**src/rtl/ftu_pkg.sv**
```systemverilog
`timescale 1ns / 1ps
`default_nettype none

package ftu_pkg;

	localparam int RATIO_W = 11;	// quotient 0..1024, one bit per divider stage

	localparam logic [12:0] QUARTER_TURN = 13'd1024;
	localparam logic [12:0] HALF_TURN    = 13'd2048;
	localparam logic [12:0] FULL_TURN    = 13'd4096;

	typedef enum logic [1:0] {
		OP_SIN   = 2'd0,
		OP_COS   = 2'd1,
		OP_ATAN2 = 2'd2,
		OP_ORTHO = 2'd3
	} op_t;

	// control and sideband that travel beside each pipeline stage up to the scaling stage
	typedef struct packed {
		logic        valid;
		op_t         op;
		logic [11:0] angle;
		logic [7:0]  radius;
		logic        xneg;
		logic        yneg;
		logic        swp;
		logic        zero;
		logic [12:0] ang;	// atan2 angle, filled in by the atan stage
	} ctl_t;

	// quarter-wave sine, 64 angle units per step; index 17 pads the top entry
	function automatic logic [10:0] sine_tab(input logic [4:0] idx);
		logic [10:0] v;
		case (idx)
			5'd0:  v = 11'd0;
			5'd1:  v = 11'd100;
			5'd2:  v = 11'd200;
			5'd3:  v = 11'd297;
			5'd4:  v = 11'd392;
			5'd5:  v = 11'd483;
			5'd6:  v = 11'd569;
			5'd7:  v = 11'd650;
			5'd8:  v = 11'd724;
			5'd9:  v = 11'd792;
			5'd10: v = 11'd851;
			5'd11: v = 11'd903;
			5'd12: v = 11'd946;
			5'd13: v = 11'd980;
			5'd14: v = 11'd1004;
			5'd15: v = 11'd1019;
			default: v = 11'd1024;
		endcase
		return v;
	endfunction

	// arctangent over ratio 0..1 in 16 steps; index 17 pads the top entry
	function automatic logic [9:0] atan_tab(input logic [4:0] idx);
		logic [9:0] v;
		case (idx)
			5'd0:  v = 10'd0;
			5'd1:  v = 10'd41;
			5'd2:  v = 10'd81;
			5'd3:  v = 10'd121;
			5'd4:  v = 10'd160;
			5'd5:  v = 10'd197;
			5'd6:  v = 10'd234;
			5'd7:  v = 10'd269;
			5'd8:  v = 10'd302;
			5'd9:  v = 10'd334;
			5'd10: v = 10'd364;
			5'd11: v = 10'd393;
			5'd12: v = 10'd419;
			5'd13: v = 10'd445;
			5'd14: v = 10'd469;
			5'd15: v = 10'd491;
			default: v = 10'd512;
		endcase
		return v;
	endfunction

endpackage

`default_nettype wire

```
**src/rtl/ftu_div.sv**
```systemverilog
`timescale 1ns / 1ps
`default_nettype none

module ftu_div (
	input  logic         clk,
	input  logic         arst_n,
	input  logic         en,
	input  ftu_pkg::ctl_t ctl_i,
	input  logic [21:0]  num_i,
	input  logic [11:0]  den_i,
	output ftu_pkg::ctl_t ctl_o,
	output logic [10:0]  ratio_o
);

	ftu_pkg::ctl_t ctl_s [0:ftu_pkg::RATIO_W-1];
	logic [21:0]   rem_s [0:ftu_pkg::RATIO_W-1];
	logic [11:0]   den_s [0:ftu_pkg::RATIO_W-1];
	logic [10:0]   quo_s [0:ftu_pkg::RATIO_W-1];

	// restoring division, most significant quotient bit first
	for (genvar i = 0; i < ftu_pkg::RATIO_W; i++) begin : g_stage
		localparam int SH = ftu_pkg::RATIO_W - 1 - i;
		ftu_pkg::ctl_t c_in;
		logic [21:0]   r_in;
		logic [11:0]   d_in;
		logic [10:0]   q_in;
		logic [22:0]   diff;

		if (i == 0) begin : g_first
			assign c_in = ctl_i;
			assign r_in = num_i;
			assign d_in = den_i;
			assign q_in = '0;
		end else begin : g_next
			assign c_in = ctl_s[i-1];
			assign r_in = rem_s[i-1];
			assign d_in = den_s[i-1];
			assign q_in = quo_s[i-1];
		end

		assign diff = {1'b0, r_in} - (23'(d_in) << SH);

		always_ff @(posedge clk or negedge arst_n) begin
			if (!arst_n) begin
				ctl_s[i] <= '0;
			end else if (en) begin
				ctl_s[i] <= c_in;
			end
		end

		always_ff @(posedge clk) begin
			if (en) begin
				rem_s[i] <= diff[22] ? r_in : diff[21:0];
				den_s[i] <= d_in;
				quo_s[i] <= {q_in[9:0], ~diff[22]};
			end
		end
	end

	assign ctl_o   = ctl_s[ftu_pkg::RATIO_W-1];
	assign ratio_o = quo_s[ftu_pkg::RATIO_W-1];

endmodule

`default_nettype wire

```
**src/rtl/ftu_atan.sv**
```systemverilog
`timescale 1ns / 1ps
`default_nettype none

module ftu_atan (
	input  logic         clk,
	input  logic         arst_n,
	input  logic         en,
	input  ftu_pkg::ctl_t ctl_i,
	input  logic [10:0]  ratio_i,
	output ftu_pkg::ctl_t ctl_o
);

	ftu_pkg::ctl_t ctl_s1, ctl_s2, ctl_s3;
	logic [9:0]    t0_s1, t1_s1;
	logic [3:0]    f_s1;
	logic [13:0]   acc_s2;

	logic [4:0]    idx;
	logic [4:0]    w0;
	logic [14:0]   p0, p1;
	logic [13:0]   rnd;
	logic [9:0]    oct;
	logic [12:0]   a1, a2, a3;
	ftu_pkg::ctl_t ctl_c;

	// table position: ratio / 64, sixteen sub-steps per entry
	assign idx = ratio_i[10:6];

	assign w0 = 5'd16 - {1'b0, f_s1};
	assign p0 = t0_s1 * w0;
	assign p1 = t1_s1 * f_s1;

	// round, then unfold by swap and quadrant
	always_comb begin
		rnd = acc_s2 + 14'd8;
		oct = rnd[13:4];
		a1  = ctl_s2.swp  ? ftu_pkg::QUARTER_TURN - {3'd0, oct} : {3'd0, oct};
		a2  = ctl_s2.xneg ? ftu_pkg::HALF_TURN - a1 : a1;
		a3  = ctl_s2.yneg ? ftu_pkg::FULL_TURN - a2 : a2;
		ctl_c     = ctl_s2;
		ctl_c.ang = ctl_s2.zero ? 13'd0 : a3;
	end

	always_ff @(posedge clk or negedge arst_n) begin
		if (!arst_n) begin
			ctl_s1 <= '0;
			ctl_s2 <= '0;
			ctl_s3 <= '0;
		end else if (en) begin
			ctl_s1 <= ctl_i;
			ctl_s2 <= ctl_s1;
			ctl_s3 <= ctl_c;
		end
	end

	always_ff @(posedge clk) begin
		if (en) begin
			t0_s1  <= ftu_pkg::atan_tab(idx);
			t1_s1  <= ftu_pkg::atan_tab(idx + 5'd1);
			f_s1   <= ratio_i[5:2];
			acc_s2 <= 14'(p0 + p1);
		end
	end

	assign ctl_o = ctl_s3;

endmodule

`default_nettype wire

```
**src/rtl/ftu_sine.sv**
```systemverilog
`timescale 1ns / 1ps
`default_nettype none

module ftu_sine (
	input  logic               clk,
	input  logic               arst_n,
	input  logic               en,
	input  ftu_pkg::ctl_t      ctl_i,
	input  logic [11:0]        ang_a_i,
	input  logic [11:0]        ang_b_i,
	output ftu_pkg::ctl_t      ctl_o,
	output logic signed [11:0] sin_a_o,
	output logic signed [11:0] sin_b_o
);

	ftu_pkg::ctl_t      ctl_s1, ctl_s2, ctl_s3;
	logic [11:0]        ang_l [0:1];
	logic [10:0]        t0_s1 [0:1];
	logic [10:0]        t1_s1 [0:1];
	logic [5:0]         f_s1  [0:1];
	logic               neg_s1 [0:1];
	logic [16:0]        acc_s2 [0:1];
	logic               neg_s2 [0:1];
	logic signed [11:0] sin_s3 [0:1];

	assign ang_l[0] = ang_a_i;
	assign ang_l[1] = ang_b_i;

	for (genvar l = 0; l < 2; l++) begin : g_lane
		logic        neg;
		logic [11:0] a1, a2;
		logic [6:0]  w0;
		logic [16:0] p0, p1;
		logic [16:0] rnd;
		logic [10:0] mag;

		// fold to the first quadrant
		assign neg = ang_l[l] > 12'd2048;
		assign a1  = neg ? ang_l[l] - 12'd2048 : ang_l[l];
		assign a2  = (a1 > 12'd1024) ? 12'd2048 - a1 : a1;

		assign w0  = 7'd64 - {1'b0, f_s1[l]};
		assign p0  = t0_s1[l] * w0;
		assign p1  = t1_s1[l] * f_s1[l];

		assign rnd = acc_s2[l] + 17'd32;
		assign mag = rnd[16:6];

		always_ff @(posedge clk) begin
			if (en) begin
				t0_s1[l]  <= ftu_pkg::sine_tab(a2[10:6]);
				t1_s1[l]  <= ftu_pkg::sine_tab(a2[10:6] + 5'd1);
				f_s1[l]   <= a2[5:0];
				neg_s1[l] <= neg;
				acc_s2[l] <= p0 + p1;
				neg_s2[l] <= neg_s1[l];
				sin_s3[l] <= neg_s2[l] ? 12'sd0 - $signed({1'b0, mag}) : $signed({1'b0, mag});
			end
		end
	end

	always_ff @(posedge clk or negedge arst_n) begin
		if (!arst_n) begin
			ctl_s1 <= '0;
			ctl_s2 <= '0;
			ctl_s3 <= '0;
		end else if (en) begin
			ctl_s1 <= ctl_i;
			ctl_s2 <= ctl_s1;
			ctl_s3 <= ctl_s2;
		end
	end

	assign ctl_o   = ctl_s3;
	assign sin_a_o = sin_s3[0];
	assign sin_b_o = sin_s3[1];

endmodule

`default_nettype wire

```
**src/rtl/ftu_scale.sv**
```systemverilog
`timescale 1ns / 1ps
`default_nettype none

module ftu_scale (
	input  logic               clk,
	input  logic               arst_n,
	input  logic               en,
	input  ftu_pkg::ctl_t      ctl_i,
	input  logic signed [11:0] sin_a_i,
	input  logic signed [11:0] sin_b_i,
	output logic               valid_o,
	output logic [13:0]        main_o,
	output logic [8:0]         second_o,
	output logic               zero_o
);

	ftu_pkg::ctl_t      ctl_s1;
	logic               valid_s2;
	logic signed [11:0] sin_a_s1;
	logic signed [20:0] pa_s1, pb_s1;
	logic [13:0]        main_s2;
	logic [8:0]         second_s2;
	logic               zero_s2;

	logic signed [8:0]  rad;
	logic [8:0]         ra, rb;
	logic [13:0]        main_c;
	logic [8:0]         second_c;
	logic               zero_c;

	assign rad = $signed({1'b0, ctl_i.radius});

	// round half away from zero, then divide by 1024
	function automatic logic [8:0] sym_round(input logic signed [20:0] p);
		logic [20:0] m;
		logic [20:0] s;
		logic [8:0]  r;
		m = p[20] ? 21'd0 - p : p;
		s = m + 21'd512;
		r = {1'b0, s[17:10]};
		return p[20] ? 9'd0 - r : r;
	endfunction

	assign ra = sym_round(pa_s1);
	assign rb = sym_round(pb_s1);

	always_comb begin
		second_c = '0;
		zero_c   = ctl_s1.zero;
		case (ctl_s1.op)
			ftu_pkg::OP_SIN, ftu_pkg::OP_COS: begin
				main_c = {{2{sin_a_s1[11]}}, sin_a_s1};
				zero_c = 1'b0;
			end
			ftu_pkg::OP_ATAN2: begin
				main_c = {1'b0, ctl_s1.ang};
			end
			ftu_pkg::OP_ORTHO: begin
				main_c   = {{5{ra[8]}}, ra};
				second_c = rb;
			end
			default: begin
				main_c = '0;
			end
		endcase
	end

	always_ff @(posedge clk or negedge arst_n) begin
		if (!arst_n) begin
			ctl_s1   <= '0;
			valid_s2 <= 1'b0;
		end else if (en) begin
			ctl_s1   <= ctl_i;
			valid_s2 <= ctl_s1.valid;
		end
	end

	always_ff @(posedge clk) begin
		if (en) begin
			sin_a_s1  <= sin_a_i;
			pa_s1     <= rad * sin_a_i;
			pb_s1     <= rad * sin_b_i;
			main_s2   <= main_c;
			second_s2 <= second_c;
			zero_s2   <= zero_c;
		end
	end

	assign valid_o  = valid_s2;
	assign main_o   = main_s2;
	assign second_o = second_s2;
	assign zero_o   = zero_s2;

endmodule

`default_nettype wire

```
**src/rtl/fixed_point_trig_unit.sv**
```systemverilog
`timescale 1ns / 1ps
`default_nettype none

// Channel  Role      tdata                                        tuser
// s_*      items in  angle_in[11:0] x_value[23:12] y_value[35:24] operation[1:0]
//                    radius[43:36]
// m_*      items out main_result[13:0] second_result[22:14]       zero_vector
//
// One item per cycle sustained while m_tready does not stall the output.
// The path runs through the eleven-stage restoring divider of the atan2 ratio
// (one quotient bit per stage), followed by table, sine and scaling stages.
// Reset clears the control words with their valid bits and the output/skid flags only.
// An output register plus a one-item skid stage decouple the sides: s_tready
// drops only while the skid stage holds an item, and the whole pipe holds.

module fixed_point_trig_unit (
	input  logic        clk,
	input  logic        arst_n,
	input  logic        s_tvalid,
	output logic        s_tready,
	input  logic [47:0] s_tdata,	// angle_in, x_value, y_value, radius, zero fill
	input  logic [1:0]  s_tuser,	// operation
	output logic        m_tvalid,
	input  logic        m_tready,
	output logic [23:0] m_tdata,	// main_result, second_result, zero fill
	output logic        m_tuser	// zero_vector
);

	logic          en;
	logic [11:0]   x, y, ax, ay, major, minor;
	logic          swp;
	ftu_pkg::ctl_t ctl_in, ctl_s1, ctl_div, ctl_atan, ctl_sin;
	logic [21:0]   num_s1;
	logic [11:0]   den_s1;
	logic [10:0]   ratio;
	logic [11:0]   ang_a, ang_b;
	logic signed [11:0] sin_a, sin_b;
	logic          res_valid;
	logic [13:0]   res_main;
	logic [8:0]    res_second;
	logic          res_zero;

	logic          out_v_q, skid_v_q;
	logic [13:0]   out_main_q, skid_main_q;
	logic [8:0]    out_second_q, skid_second_q;
	logic          out_zero_q, skid_zero_q;
	logic          push;

	assign en       = ~skid_v_q;
	assign s_tready = en;

	// fold the vector into the first octant
	always_comb begin
		x     = s_tdata[23:12];
		y     = s_tdata[35:24];
		ax    = x[11] ? 12'd0 - x : x;
		ay    = y[11] ? 12'd0 - y : y;
		swp   = ay > ax;
		major = swp ? ay : ax;
		minor = swp ? ax : ay;
		ctl_in.valid  = s_tvalid;
		ctl_in.op     = ftu_pkg::op_t'(s_tuser);
		ctl_in.angle  = s_tdata[11:0];
		ctl_in.radius = s_tdata[43:36];
		ctl_in.xneg   = x[11];
		ctl_in.yneg   = y[11];
		ctl_in.swp    = swp;
		ctl_in.zero   = (major == 12'd0);
		ctl_in.ang    = '0;
	end

	always_ff @(posedge clk or negedge arst_n) begin
		if (!arst_n) begin
			ctl_s1 <= '0;
		end else if (en) begin
			ctl_s1 <= ctl_in;
		end
	end

	// numerator of round(1024 * minor / major)
	always_ff @(posedge clk) begin
		if (en) begin
			num_s1 <= {minor, 10'd0} + {11'd0, major[11:1]};
			den_s1 <= major;
		end
	end

	ftu_div u_div (
		.clk     (clk),
		.arst_n  (arst_n),
		.en      (en),
		.ctl_i   (ctl_s1),
		.num_i   (num_s1),
		.den_i   (den_s1),
		.ctl_o   (ctl_div),
		.ratio_o (ratio)
	);

	ftu_atan u_atan (
		.clk     (clk),
		.arst_n  (arst_n),
		.en      (en),
		.ctl_i   (ctl_div),
		.ratio_i (ratio),
		.ctl_o   (ctl_atan)
	);

	// lane a: sine, cosine or x offset; lane b: y offset
	always_comb begin
		case (ctl_atan.op)
			ftu_pkg::OP_SIN: ang_a = ctl_atan.angle;
			ftu_pkg::OP_COS: ang_a = ctl_atan.angle + 12'd1024;
			default:         ang_a = 12'(ctl_atan.ang + ftu_pkg::HALF_TURN);
		endcase
		ang_b = 12'(ctl_atan.ang + ftu_pkg::QUARTER_TURN);
	end

	ftu_sine u_sine (
		.clk     (clk),
		.arst_n  (arst_n),
		.en      (en),
		.ctl_i   (ctl_atan),
		.ang_a_i (ang_a),
		.ang_b_i (ang_b),
		.ctl_o   (ctl_sin),
		.sin_a_o (sin_a),
		.sin_b_o (sin_b)
	);

	ftu_scale u_scale (
		.clk      (clk),
		.arst_n   (arst_n),
		.en       (en),
		.ctl_i    (ctl_sin),
		.sin_a_i  (sin_a),
		.sin_b_i  (sin_b),
		.valid_o  (res_valid),
		.main_o   (res_main),
		.second_o (res_second),
		.zero_o   (res_zero)
	);

	assign push = en & res_valid;

	always_ff @(posedge clk or negedge arst_n) begin
		if (!arst_n) begin
			out_v_q  <= 1'b0;
			skid_v_q <= 1'b0;
		end else if (m_tready || !out_v_q) begin
			if (skid_v_q) begin
				out_v_q  <= 1'b1;
				skid_v_q <= 1'b0;
			end else begin
				out_v_q  <= push;
			end
		end else if (push) begin
			skid_v_q <= 1'b1;
		end
	end

	always_ff @(posedge clk) begin
		if (m_tready || !out_v_q) begin
			if (skid_v_q) begin
				out_main_q   <= skid_main_q;
				out_second_q <= skid_second_q;
				out_zero_q   <= skid_zero_q;
			end else if (push) begin
				out_main_q   <= res_main;
				out_second_q <= res_second;
				out_zero_q   <= res_zero;
			end
		end else if (push) begin
			skid_main_q   <= res_main;
			skid_second_q <= res_second;
			skid_zero_q   <= res_zero;
		end
	end

	assign m_tvalid = out_v_q;
	assign m_tdata  = {1'b0, out_second_q, out_main_q};
	assign m_tuser  = out_zero_q;

	a_skid_needs_out: assert property (@(posedge clk) disable iff (!arst_n)
		skid_v_q |-> out_v_q)
		else $error("skid stage holds an item while output register is empty");

	a_skid_on_stall: assert property (@(posedge clk) disable iff (!arst_n)
		$rose(skid_v_q) |-> $past(out_v_q && !m_tready))
		else $error("skid stage filled without an output stall");

	a_zero_angle: assert property (@(posedge clk) disable iff (!arst_n)
		(out_v_q && out_zero_q) |-> (out_main_q == 14'd0))
		else $error("zero vector item with nonzero main result");

	a_main_range: assert property (@(posedge clk) disable iff (!arst_n)
		out_v_q |-> ($signed(out_main_q) >= -14'sd1024 && $signed(out_main_q) <= 14'sd4096))
		else $error("main result out of range");

	a_second_range: assert property (@(posedge clk) disable iff (!arst_n)
		out_v_q |-> ($signed(out_second_q) >= -9'sd255))
		else $error("second result out of range");

endmodule

`default_nettype wire
```
**config.mk**
```make
export PLATFORM = sky130hd
export DESIGN_NAME = fixed_point_trig_unit
export DESIGN_NICKNAME = d
export VERILOG_FILES = /design/src/rtl/ftu_pkg.sv /design/src/rtl/ftu_div.sv /design/src/rtl/ftu_atan.sv /design/src/rtl/ftu_sine.sv /design/src/rtl/ftu_scale.sv /design/src/rtl/fixed_point_trig_unit.sv
export SDC_FILE = /design/constraint.sdc
export NUM_CORES = 2
export LEC_CHECK = 0
export BUFFER_PORTS_ARGS = -buffer_cell sky130_fd_sc_hd__buf_2
export CORE_UTILIZATION = 50
export DETAILED_ROUTE_END_ITERATION = 6
export PLACE_DENSITY = 0.76
export SLEW_MARGIN = 20
export SYNTH_ARGS = -nofsm -noshare
export SYNTH_HDL_FRONTEND = slang
export SYNTH_SLANG_ARGS = --single-unit
```
**constraint.sdc**
```tcl
create_clock -name clk -period 15.9 [get_ports clk]
set_clock_uncertainty 0.15 [all_clocks]
set_input_delay 2.385 -clock clk [delete_from_list [all_inputs] [get_ports clk]]
set_output_delay 2.385 -clock clk [all_outputs]
set_load 0.02 [all_outputs]
```
==> flow_summary_export.csv <==
group,metric,value,unit
timing,slew_headroom,0.193,
placed_design,place_area,0.0698,mm²
floorplan,die_h,370,µm
synthesis,synth-seq-area-share,0.443,
placed_design,port_buffers,75,
floorplan,start_util,0.505,
clock_tree,cts.path.max_buffers,3,
setup_path,critPathMaxStageDelay,0.90,ns
floorplan,rows,134,
setup_path,cp-end-kind,"register",
timing,finalCriticalPeriod,7.60,ns
synthesis,synthMuxAreaShare,0.0946,
setup_path,worstPathMaxFanout,23,
global_route,grt_first_pass_wirelength,205000,µm
global_route,grt_pass1_vias,42200,
setup_path,worstPathArrival,7.94,ns
clock_tree,cts.clk_slew.worst_paths,0.07,ns
synthesis,syn_area_per_cell,11.5,µm²
placed_design,place_congestion,0.849,
setup_path,cp.required,16.23,ns
clock_tree,cts_buffers,105,
setup_path,cp_top_family,"adder cells",
detailed_routing,routedWlPerCell,15.6,µm
synthesis,syn_inst,5873,
synthesis,synth_edf_count,572,
clock_tree,root_buffer,"clkbuf_16",
layout,final_nets,6762,
worst_hold_path,holdCritPathClass,"register to register",
global_route,track_usage,0.181,
global_route,grt_overflow,0,
timing,timing.fmax,0.132,GHz
timing,rsz0062_at_grt,"no",
detailed_routing,viasPerCell,5.29,
status,violations,"DRC",
clock_tree,cts_hold_buf,0,
detailed_routing,final_antenna_net_count,0,
setup_path,startpoint_type,"register",
layout,layout_common_cells,"inv_1, edfxtp_1, mux2_2",
layout,syn_to_final_growth,8.67,%
detailed_routing,detail_route.wirelength,121000,µm
timing,finalCritPeriodShare,0.478,
setup_path,path_class,"register to register",
layout,drive_above_1_share,0.144,
global_route,grt_max_degree,209,
timing,slew_viol_final,0,
synthesis,synth_nets,6735,
timing,hold_viol,0,
layout,final_common_cell,"inv_1",
floorplan,coreArea,0.134,mm²
clock_tree,cts_tree,"yes",
layout,finish.instance_area,0.0734,mm²
status,status,"complete, but fails checks",
floorplan,die_w,370,µm
placed_design,dpl_worst_slack,8.34,ns
clock_tree,cts.sinks,1082,
floorplan,ioPinCount,81,
timing,fin_ws,8.30,ns
clock_tree,clk-insertion-delay-late,0.75,ns
synthesis,synth_area,0.0676,mm²
synthesis,synth_flop_cell,"edfxtp_1",
setup_path,slowest_stage,"edfxtp_1",
flow_run,maxCapViolCount,0,
clock_tree,cts_resized,0,
detailed_routing,drtPass1Iterations,7,
synthesis,async_flop_share,0.471,
synthesis,synth_top_family_by_area,"adder cells",
synthesis,synth-seq-cells,1082,
synthesis,synth_compound_area_frac,0.0627,
detailed_routing,remaining_drc_errors,7,
setup_path,cp_num_buf_inv,4,
synthesis,synthDistinctLibCells,89,
timing,setup_viol,0,
clock_tree,cts_max_level,3,
clock_tree,postCtsSetupRepairBufs,0,
synthesis,synth-simple-area-share,0.104,
synthesis,synth_fa_ha_area_frac,0.199,
detailed_routing,drt-initial-drc-count,2661,
synthesis,synthXorXnorAreaFrac,0.0405,
timing,tns,0,ns
placed_design,hpwl,86800,µm
synthesis,synth_warnings,0,
layout,antenna_cells,0,
layout,final_core_util,0.549,
setup_path,path_cells,"inv_1 > ha_1 > xnor2_1 > nand2_1 > fa_1 > inv_1 > fa_1 > ha_1 > inv_1 > fa_1 > fa_1 > inv_1 > ha_1 > nand4_1 > o21bai_1 > a21oi_1 > o21bai_1 > a31oi_1 > o21ai_0 > o211a_1 > o21a_1 > o21a_1 > nor2_1 > xnor2_1",
timing,tightestPinTransition,1.21,ns
global_route,antenna_found_initial,2,
floorplan,die_area,0.137,mm²
detailed_routing,dr_total_vias,41000,
-- flip-flops by register name, indices dropped and copies added (netlist names), 27 cells and up --
signal	cells
u_atan.ctl_s1	27
u_atan.ctl_c	27
u_div.den_s	44
u_atan.ctl_o	37
u_div.ctl_o	27
u_div.ctl_s	270
u_div.rem_s	176
ctl_s1	27
u_div.quo_s	63
-- cell families after synthesis --
| logic type | after synthesis |
|---|---|
| other | 1 |
| adders and majority gates | 810 |
| muxes | 571 |
| and+or+nand+nor | 1420 |
| AOI/OAI and AO/OA | 667 |
| buffers and inverters | 1011 |
| DFF | 1082 |
| xor gates and xnor gates | 311 |
-- worst paths after layout --
path,from,to,slack [ns],cells after the start
worst max register to register,u_sine.f_s1[0][6],u_sine.acc_s2[0][33],8.30,24
worst min register to register,u_div.quo_s[6][2],u_div.quo_s[7][3],0.26,0
min in group asynchronous,arst_n,ctl_s1[17],1.42,1
worst max-delay path,u_sine.f_s1[0][6],u_sine.acc_s2[0][33],8.30,24
max in group asynchronous,arst_n,skid_v_q,11.99,3
worst min-delay path,u_div.quo_s[6][2],u_div.quo_s[7][3],0.26,0
-- cell usage after synthesis, drive strengths merged (6+ instances only) --
library cell / instances / area share
inv: 818 / 0.045
edfxtp: 572 / 0.25
mux2: 538 / 0.090
dfrtp: 510 / 0.19
nand2: 460 / 0.026
fa: 438 / 0.13
ha: 370 / 0.069
and2: 339 / 0.031
nor2: 262 / 0.015
xnor2: 199 / 0.026
a21oi: 187 / 0.014
o21ai: 172 / 0.013
clkbuf: 171 / 0.0095
xor2: 111 / 0.014
nand3: 72 / 0.0053
nor3: 68 / 0.0050
a21o: 48 / 0.0053
a21boi: 43 / 0.0048
nor2b: 43 / 0.0040
nand2b: 39 / 0.0036
o31ai: 34 / 0.0039
mux2i: 33 / 0.0049
or3: 23 / 0.0022
a211oi: 22 / 0.0024
nor4: 22 / 0.0023
o21a: 22 / 0.0024
a31oi: 21 / 0.0020
buf: 21 / 0.0017
nand4: 19 / 0.0018
and3: 17 / 0.0016
or2: 14 / 0.0013
a22o: 11 / 0.0014
o41ai: 11 / 0.0016
o22ai: 10 / 0.00093
a22oi: 8 / 0.00089
a311oi: 8 / 0.0010
nand3b: 8 / 0.00089
o211ai: 8 / 0.00089
o21bai: 8 / 0.00089
nor3b: 7 / 0.00078
or4: 7 / 0.00078
a221oi: 6 / 0.00078
-- area by class of cell --
class,instances,area [µm²]
Clock buffer,145,3100
Inverter,819,3080
Tap cell,1768,2210
Timing Repair Buffer,112,749
Multi-Input combinational cell,3780,33800
Sequential cell,1082,29900
Clock inverter,54,509
Fill cell,10800,60400
-- through the flow --
stage	cells	hold slack, ns
finish	7760	0.259
global route	7760	0.260
CTS	7759	0.260
detailed placement	7560	0.255
global placement	7560	0.251
floorplan	5873	0.250
-- routing by layer --
metal,wire length (µm),vias to the layer above,GRT usage,part of all wire
met5,0,-,0,0
met4,2500,0,0.0459,0.021
met3,5260,170,0.0281,0.044
met2,59300,738,0.306,0.49
met1,53800,20500,0.244,0.45
li1,-,19700,-,-
Power is left out: the tool's default activity adds up to more than one toggle a clock period on the data nets, which glitch-free logic cannot reach.
